===== src/rtl/mtcs_pkg.sv =====
// Shared types, codes and the helper function of the multithread core scheduler.
// Depends on nothing; the front end, back end and top level refer to it by scoped names.
package mtcs_pkg;

   typedef enum logic [1:0] {
      OP_WRITE_INSN = 2'd0,
      OP_WRITE_DATA = 2'd1,
      OP_STEP       = 2'd2,
      OP_READ       = 2'd3
   } op_type;

   typedef enum logic [2:0] {
      OPC_NOP   = 3'd0,
      OPC_ADD   = 3'd1,
      OPC_SUB   = 3'd2,
      OPC_ADDI  = 3'd3,
      OPC_SUBI  = 3'd4,
      OPC_LOAD  = 3'd5,
      OPC_STORE = 3'd6,
      OPC_HALT  = 3'd7
   } opcode_type;

   typedef enum logic [2:0] {
      EV_ACK     = 3'd0,
      EV_EXEC    = 3'd1,
      EV_SWITCH  = 3'd2,
      EV_IDLE    = 3'd3,
      EV_HALTED  = 3'd4
   } event_type;

   localparam int CSR_IDX_W = 3;
   localparam logic [CSR_IDX_W-1:0] CSR_MODE         = 3'd0;
   localparam logic [CSR_IDX_W-1:0] CSR_THREAD_COUNT = 3'd1;
   localparam logic [CSR_IDX_W-1:0] CSR_SWITCH_PEN   = 3'd2;
   localparam logic [CSR_IDX_W-1:0] CSR_LOAD_LAT     = 3'd3;
   localparam logic [CSR_IDX_W-1:0] CSR_STORE_LAT    = 3'd4;

   localparam int REQ_TDATA_W = 88;
   localparam int RSP_TDATA_W = 120;

   typedef struct packed {
      logic [2:0]  opc;
      logic [2:0]  dst;
      logic [2:0]  src1;
      logic [31:0] imm;
      logic        isimm;
   } insn_type;

   localparam int INSN_W = $bits(insn_type);

   typedef struct packed {
      op_type      op;
      logic [1:0]  tsel;
      logic [9:0]  loc;
      logic [2:0]  opc;
      logic [2:0]  dst;
      logic [2:0]  src1;
      logic [31:0] imm;
      logic        isimm;
      logic [31:0] word;
   } cmd_type;

   typedef struct packed {
      logic    valid;
      cmd_type cmd;
   } queue_head_type;

   // Reduce a small value modulo k by repeated compare and subtract.
   function automatic logic [4:0] fold_small(input logic [4:0] v, input logic [5:0] k);
      logic [5:0] r;
      r = {1'b0, v};
      for (int s = 0; s < 4; s++) begin
         if (r >= k) begin
            r = r - k;
         end
      end
      return r[4:0];
   endfunction

endpackage


===== src/rtl/mtcs_front.sv =====
// Front end: accepts requests, classifies them into commands, queues two deep.
// Depends on mtcs_pkg.
module mtcs_front #(
   parameter int MAX_THREADS = 4
) (
   input  logic                                clock,
   input  logic                                reset,
   input  logic                                req_tvalid,
   output logic                                req_tready,
   input  logic [mtcs_pkg::REQ_TDATA_W-1:0]    req_tdata,
   input  logic [1:0]                          req_tuser,
   input  logic                                hold_off,
   input  logic                                pop,
   output mtcs_pkg::queue_head_type            head
);

   mtcs_pkg::cmd_type ent_ff [2];
   logic [1:0]        cnt_ff;
   logic              rd_ff;
   logic              wr_ff;
   mtcs_pkg::cmd_type cmd;
   logic [4:0]        tsel_w;
   logic              push;

   // Classify: split the fields, wrap the thread select into range.
   always_comb begin
      tsel_w     = mtcs_pkg::fold_small({3'd0, req_tdata[1:0]}, 6'(MAX_THREADS));
      cmd.op     = mtcs_pkg::op_type'(req_tuser);
      cmd.tsel   = tsel_w[1:0];
      cmd.loc    = req_tdata[11:2];
      cmd.opc    = req_tdata[14:12];
      cmd.dst    = req_tdata[17:15];
      cmd.src1   = req_tdata[20:18];
      cmd.imm    = req_tdata[52:21];
      cmd.isimm  = req_tdata[53];
      cmd.word   = req_tdata[85:54];
   end

   assign req_tready = (cnt_ff != 2'd2) && !hold_off;
   assign push       = req_tvalid && req_tready;

   always_ff @(posedge clock) begin
      if (reset) begin
         cnt_ff <= '0;
         rd_ff  <= 1'b0;
         wr_ff  <= 1'b0;
      end else begin
         if (push) begin
            ent_ff[wr_ff] <= cmd;
            wr_ff <= !wr_ff;
         end
         if (pop) begin
            rd_ff <= !rd_ff;
         end
         cnt_ff <= cnt_ff + 2'(push) - 2'(pop);
      end
   end

   assign head.valid = (cnt_ff != 2'd0);
   assign head.cmd   = ent_ff[rd_ff];

endmodule


===== config.mk =====
export PLATFORM = sky130hd
export DESIGN_NAME = mtcs_front
export DESIGN_NICKNAME = d
export VERILOG_FILES = /design/src/rtl/mtcs_pkg.sv /design/src/rtl/mtcs_front.sv
export SDC_FILE = /design/constraint.sdc
export NUM_CORES = 1
export LEC_CHECK = 0
export ABC_AREA = 1
export ABC_CLOCK_PERIOD_IN_PS = 6600
export CAP_MARGIN = 20
export CORE_MARGIN = 3
export CORE_UTILIZATION = 62
export DETAILED_ROUTE_END_ITERATION = 6
export DONT_BUFFER_PORTS = 1
export PLACE_DENSITY = 0.88
export SYNTH_ARGS = -nofsm -noshare
export SYNTH_HDL_FRONTEND = slang
export SYNTH_SLANG_ARGS = --single-unit

===== constraint.sdc =====
create_clock -name clock -period 6.6 [get_ports clock]
set_input_delay 0.66 -clock clock [delete_from_list [all_inputs] [get_ports clock]]
set_output_delay 0.66 -clock clock [all_outputs]
set_load 0.05 [all_outputs]

==> flow_summary.ini, run 1 <==
[clock_tree]
cts_resized = 0
cts.sinks = 181
cts.htree.levels = 4
clkLatencyLatePin_ns = 0.51
cts_buffers = 17
cts_root_buf = clkbuf_8
tritoncts = built
postCtsSetupBuffers = 0
hold_buffers = 0
clk_pin_slew_ns = 0.07
cts.path.max_buffers = 2

[setup_path]
required_ns = 5.94
path_cells = buf_4, mux2_2
worstPathArrival_ns = 2.51
path_delay_family = flip-flops
path_depth = 2
rr_endpoint = ent_ff[0][62]
reg2regPathDepth = 5
slowest_delay_ns = 0.74
path_max_fanout = 46
cp_slowest_cell = dfxtp_4
critical_path_class = flop to output port
critPathLaunchType = flop
r2r_start = cnt_ff[0]
end_kind = output port
crit_end = head[45]
r2r_slack_ns = 4.36
crit_buf_inv = 1

[cells_and_area]
fin_util = 0.714
areaGrowthSynthToFinish_pct = 11.5
num_antenna_cells = 0
nFillCells = 585
post_route_cells_drive_above_1_share = 0.378
layout.nets = 420

[detailed_routing]
drt_iter0_drc = 156
ant_nets = 0
vias = 2752
routedWlPerCell_um = 23.1
first_pass_iters = 4
avgViaCountPerCell = 5.83
drc = 0
wl_um = 10900

[timing]
setup_violations = 0
rsz0062_at_grt = false
drv_slew = 0
hold_viol = 0
relSlewSlack = 0.317
worst_slew_pin_slew_ns = 1.03
fin_hold_ws_ns = 0.202
period_minus_slack_ns = 3.17
tns_ns = 0
fin_crit_sh = 0.480
max_freq_mhz = 316
finClkSkew_ns = 0.00637

[place]
gp_congestion = 0.817
dp_hpwl_um = 7340
io_buffers = 0

[min_path]
hold_path_class = primary input to flop
worstHoldPathCells = 1

[power_and_ir_drop]
total_power_w = 0.00261
power.density_nw_per_um2 = 351
pwr-share-seq = 0.504
p_int_w = 0.00196
p_sw_w = 0.000650
pwr-share-clk = 0.391
power_frac_comb = 0.105
ir_drop_v = 0.000226
leakagePower_nw = 2.47
swShare = 0.249

[die]
start_util = 0.641
num_io_pins = 185
die_x_um = 110
core_area_um2 = 10400
die_h_um = 110
die_area_um2 = 12000
rows = 37

[global_routing]
first_global_vias = 2893
antenna_found_initial = 0
grt_max_degree = 49
grt_overflow = 0
grt_pass1_wl_um = 15700
globalRouteTotalUtil = 0.183

[logic_synthesis]
synth_nets = 407
synth_area_um2 = 6670
synth_area_per_cell_um2 = 21.5
ys_seq_area_frac = 0.807
yosys-top-cells-area = edfxtp_1 (79%), mux2_2 (11%), mux2_4 (4.5%), dfxtp_1 (1.5%), buf_6 (0.68%)
yosys_warnings = 0
synth_seq_cells = 181
ys_types = 14
synth_area_leader_cell = edfxtp_1
synth_top_cell_area_share = 0.792
synthCells = 310

[status]
status = complete, no violations

[job]
maxCapViolCount = 0
logic make-up (layout without fill, tap and decap cells):
family	count (synthesis)	count (layout)	synth area share
DFF	181	181	0.807
muxes	88	88	0.160
buffers and inverters	19	45	0.0163
and+or+nand+nor	17	17	0.0103
adders and majority gates	2	2	0.00375
AOI/OAI and AO/OA	2	2	0.00150
xor gates and xnor gates	1	1	0.00131
worst min-delay path by stage:
stage / startpoint / to / slack (ns)
after global placement: rd_ff / rd_ff / 0.49
final: reset / flop / 0.20
after detailed placement: rd_ff / flop / 0.52
after global routing: reset / flop / 0.16
after floorplan: rd_ff / flop / 0.48
after CTS: reset / flop / 0.17
routing by layer:
metal  vias up  track usage  part of all wire
met5         -            0                 0
met4         0       0.0659             0.013
met3        15        0.117              0.14
met1      1362        0.193              0.34
li1       1231            -                 -
met2       144        0.296              0.51
cell usage after synthesis (all sizes together):
cell type	count
mux2	88
nand3	2
inv	9
buf	10
a21oi	2
nand2	8
edfxtp	176
nand4	1
nor2	6
xnor2	1
ha	2
dfxtp	5
power by group through the flow:
stage / Clock [W] / Sequential, W / Combinational, W
2_1_floorplan: 0 / 0.00133 / 0.000269
3_3_place_gp: 0 / 0.00134 / 0.000274
6_report: 0.00102 / 0.00131 / 0.000275
5_1_grt: 0.00109 / 0.00132 / 0.000286
4_1_cts: 0.00103 / 0.00131 / 0.000278
3_5_place_dp: 0 / 0.00134 / 0.000277
through the flow:
step	cells	cell area [um^2]	setup slack [ns]
floorplan	310	6670	1.56
detailed placement	439	6800	3.66
finish	472	7440	3.43
global route	472	7440	3.29
global placement	439	6800	3.72
CTS	471	7420	3.38
cell usage in the layout (no fill, tap or decap), types with 2 or more instances in the layout:
cell and count:
edfxtp_1 176, mux2_2 68, mux2_4 20, clkbuf_16 16, inv_1 8, nand2_1 8
nor2_1 5, inv_6 5, dfxtp_1 4, clkinv_4 3, bufinv_16 3, buf_4 3
a21oi_1 2, nand3_1 2, clkinv_2 2, ha_1 2, clkbuf_8 2, inv_8 2
final cells by class:
class | instances | area, um^2 | share of cell area
Timing Repair Buffer | 4 | 42.5 | 0.00572
Sequential cell | 181 | 5390 | 0.724
Clock inverter | 14 | 188 | 0.0252
Tap cell | 136 | 170 | 0.0229
Inverter | 9 | 35.0 | 0.00471
Multi-Input combinational cell | 110 | 1190 | 0.159
Clock buffer | 18 | 428 | 0.0575
worst reg2reg max path: stages (launching register included):
cell	delay, ns
dfxtp_1	0.35
inv_1	0.08
nand2_1	0.08
nand4_1	0.13
clkinv_2	0.55
buf_4	0.66
state kept, by name, summed over array words and instances (netlist names), named ones only:
signal	count
rd_ff	1
wr_ff	1
cnt_ff	2
ent_ff	176
No activity file was read; power rests on OpenSTA's default activity.
==> run 2: changes to the inputs <==
ABC_CLOCK_PERIOD_IN_PS = 2600   (was 6600)
CORE_UTILIZATION = 56   (was 62)
PLACE_DENSITY = 0.84   (was 0.88)
clock period = 2.6 ns   (was 6.6 ns; I/O delays follow)
==> flow_summary.ini, run 2 (same netlist as run 1, synthesis figures left out) <==
[clock_tree]
tritoncts = built
cts.path.max_buffers = 2
cts_resized = 0
cts_root_buf = clkbuf_16
cts.htree.levels = 4
clk_pin_slew_ns = 0.06
cts_buffers = 17
cts.sinks = 181
clkLatencyLatePin_ns = 0.42

[detailed_routing]
avgViaCountPerCell = 5.55
routedWlPerCell_um = 22.2
vias = 3169
ant_nets = 0
first_pass_iters = 4
wl_um = 12700
drt_iter0_drc = 317
drc = 0

[job]
maxCapViolCount = 0

[global_routing]
globalRouteTotalUtil = 0.195
grt_max_degree = 52
antenna_found_initial = 0
first_global_vias = 3355
grt_overflow = 0
grt_pass1_wl_um = 19000

[setup_path]
end_kind = output port
path_max_fanout = 31
required_ns = 2.34
r2r_start = cnt_ff[0]
critPathLaunchType = flop
worstPathArrival_ns = 1.87
critical_path_class = flop to output port

[place]
dp_hpwl_um = 7490
gp_congestion = 0.719
dp.cells = 450
io_buffers = 0

[die]
die_area_um2 = 13300
die_h_um = 115
start_util = 0.579
num_io_pins = 185
die_x_um = 115
rows = 39
core_area_um2 = 11500

[timing]
max_freq_mhz = 469
hold_viol = 0
fin_hold_ws_ns = 0.0213
worst_slew_pin_slew_ns = 0.693
relSlewSlack = 0.538
setup_violations = 0
tns_ns = 0
drv_slew = 0
period_minus_slack_ns = 2.13
fin_crit_sh = 0.819
finClkSkew_ns = 0.00791
rsz0062_at_grt = false

[power_and_ir_drop]
p_sw_w = 0.00169
pwr-share-clk = 0.353
leakagePower_nw = 2.81
power.density_nw_per_um2 = 781
ir_drop_v = 0.000539
power_frac_comb = 0.133
p_int_w = 0.00479
swShare = 0.261
pwr-share-seq = 0.514

[status]
status = complete, no violations

[cells_and_area]
nFillCells = 683
largest-register = ent_ff
num_antenna_cells = 0
layout.nets = 512
instances_no_fill = 571
areaGrowthSynthToFinish_pct = 24.3
final_cell_mix = edfxtp_1 (176), dlygate4sd3_1 (89), mux2_2 (68)
layout_commonest_cell = edfxtp_1
largest_register_ffs = 176
reg_top3 = ent_ff: 176 flops, cnt_ff: 2 flops
post_route_cells_drive_above_1_share = 0.294

[min_path]
hp-start = reset
hold_path_class = primary input to flop
run 2: cell types whose count changed in the layout (fill, tap and decap cells not counted), sizes merged:
cell and change:
clkbuf +2, dlygate4sd3 +89, buf +3, bufinv -3
inv -2, clkinv -1, clkinvlp +4
run 2: layout make-up:
cell class              count  area, um^2  area share
well taps                 143         179      0.0216
flip-flops and latches    181        5390       0.650
repair buffers             96         968       0.117
clock inverters            12        95.1      0.0115
multi-input cells         110        1190       0.143
clock buffers              20         437      0.0527
inverters                   9        37.5     0.00453
run 2: timing repair:
action / 4_1_cts / 5_1_grt
hold buffers: 89 / 0
setup buffers: 0 / 0
hold endpoints to repair: 179 / 0
run 2: layer usage:
metal  share of wire  global-route usage
met1            0.36               0.224
met2            0.56               0.337
met3           0.060              0.0621
met4           0.022              0.0845
met5               0                   0
run 2: per-stage QoR:
| stage | power, W | setup slack [ns] | cell area (um^2) | utilization |
|---|---|---|---|---|
| after floorplan | 0.00405 | 0.280 | 6680 | - |
| after global placement | 0.00410 | 0.905 | 6870 | 0.596 |
| after detailed placement | 0.00412 | 0.896 | 6870 | 0.596 |
| after CTS | 0.00651 | 0.435 | 8290 | 0.720 |
| after global routing | 0.00669 | 0.388 | 8290 | 0.720 |
| final | 0.00647 | 0.470 | 8290 | 0.720 |
run 2: power by group through the flow:
stage	logic (W)	registers, W	clock network, W
after floorplan	0.000685	0.00337	0
after global placement	0.000720	0.00339	0
after detailed placement	0.000726	0.00339	0
after CTS	0.000858	0.00333	0.00233
after global routing	0.000891	0.00333	0.00246
final	0.000860	0.00333	0.00229
run 2: final timing paths:
path / to / slack, ns / cells past startpoint
min reg2reg: rd_ff / 0.58 / 2
max: head[63] / 0.47 / 2
max reg2reg: ent_ff[1][68] / 0.87 / 5
min: cnt_ff[1] / 0.02 / 3
run 2: critical path, stage by stage (launching register included):
cell     delay, ns
dfxtp_4       0.65
buf_12        0.28
mux2_2        0.50
==> run 3: changes to the inputs <==
ABC_CLOCK_PERIOD_IN_PS = 2150   (was 2600)
CORE_UTILIZATION = 62   (was 56)
PLACE_DENSITY = 0.88   (was 0.84)
clock period = 2.15 ns   (was 2.6 ns; I/O delays follow)
==> flow_summary.ini, run 3 (same netlist as run 1, synthesis figures left out) <==
[cells_and_area]
finalInstanceArea_um2 = 8360
largest-register = ent_ff
largest_register_ffs = 176
post_route_cells_drive_above_1_share = 0.302
layout_commonest_cell = edfxtp_1
reg_top3 = ent_ff: 176 flops, cnt_ff: 2 flops
areaGrowthSynthToFinish_pct = 25.2
multi_input_area_um2 = 1200
layout.nets = 515
nFillCells = 518
final_cell_mix = edfxtp_1 (176), dlygate4sd3_1 (92), mux2_2 (68)
instances_no_fill = 568
final-seq-area_um2 = 5390

[place]
post-place-ws_ns = 0.617
post_dp_cell_area_um2 = 6900
io_buffers = 0
dp.cells = 443
dp_hpwl_um = 7380
gp_congestion = 0.720

[setup_path]
path_cells = buf_12, mux2_2
required_ns = 1.93
end_kind = output port
critPathLaunchType = flop
worstPathArrival_ns = 1.84
critical_path_class = flop to output port
path_max_fanout = 36
cp_slowest_cell = dfxtp_4
slowest_delay_ns = 0.53

[timing]
setup_violations = 0
setup_ws_ns = 0.0976
hold_viol = 0
worst_slew_pin_slew_ns = 0.481
relSlewSlack = 0.678
max_freq_mhz = 487
finClkSkew_ns = 0.0115
fin_crit_sh = 0.955
drv_slew = 0
period_minus_slack_ns = 2.05
rsz0062_at_grt = false

[detailed_routing]
drc = 0
vias = 3186
first_pass_iters = 4
dr_wl_met2_um = 6820
route.top_layer_used = met4
ant_nets = 0
dr_wl_met3_um = 1240
wl_met1_um = 4740
wl_um = 13000
routedWlPerCell_um = 22.9
drt_iter0_drc = 180
avgViaCountPerCell = 5.61

[die]
die_area_um2 = 12000
num_io_pins = 185
die_h_um = 110
core_area_um2 = 10400
start_util = 0.641
die_x_um = 110
rows = 37

[power_and_ir_drop]
power.density_nw_per_um2 = 942
leakagePower_nw = 2.82
ir_drop_v = 0.000591
total_power_w = 0.00787

[global_routing]
grt_pass1_wl_um = 18900
grt_overflow = 0
antenna_found_initial = 1
globalRouteTotalUtil = 0.219
first_global_vias = 3477
grt_max_degree = 65

[status]
status = complete, no violations

[clock_tree]
tritoncts = built
cts.htree.levels = 4
clk_pin_slew_ns = 0.06
cts_buffers = 17
clkLatencyLatePin_ns = 0.51
cts_root_buf = clkbuf_8
cts.sinks = 181
cts_resized = 0
cts.path.max_buffers = 2

[min_path]
hold_path_class = primary input to flop

[job]
maxCapViolCount = 0
-- run 3: per-layer routing --
metal  track usage  up-vias
met2         0.371      165
li1              -     1426
met1         0.247     1576
met5             0        -
met3         0.101       19
met4        0.0730        0
-- run 3: worst max-delay path: cells and delay by family, from the launching register on --
kind	cells	cell delay (ns)
multiplexers	1	0.50
buffers and inverters	1	0.28
flip-flops	1	0.53
-- run 3: timing repair --
item,CTS,global route
hold buffers,92,0
hold endpoints to repair,181,0
setup buffers,0,0
-- run 3: cell type report --
type	count	area share
well taps	136	0.0204
inverters	9	0.00449
repair buffers	99	0.122
multi-input cells	110	0.144
clock buffers	19	0.0505
flip-flops and latches	181	0.645
diodes	1	0.000299
clock inverters	13	0.0130
-- run 3: path summary, 6_finish.rpt --
kind,from,to,slack (ns),cells after the start
max,flop,head[11],0.1,2
min,pop,cnt_ff[1],0.05,3
max reg2reg,cnt_ff[0],cnt_ff[1],0.55,11
min reg2reg,rd_ff,rd_ff,0.56,2
-- run 3: where the power goes --
part           internal, W  leakage, nW  switching, W
combinational     0.000330        0.935      0.000741
clock              0.00153        0.251       0.00125
sequential         0.00397         1.64     0.0000440
-- run 3: per-stage QoR --
| step | hold WS [ns] | setup TNS [ns] | utilization |
|---|---|---|---|
| 2_1_floorplan | 0.279 | -17.89 | - |
| 3_3_place_gp | 0.280 | 0 | 0.663 |
| 3_5_place_dp | 0.280 | 0 | 0.663 |
| 4_1_cts | 0.0234 | 0 | 0.802 |
| 5_1_grt | 0.0378 | 0 | 0.802 |
| 6_report | 0.0515 | 0 | 0.802 |
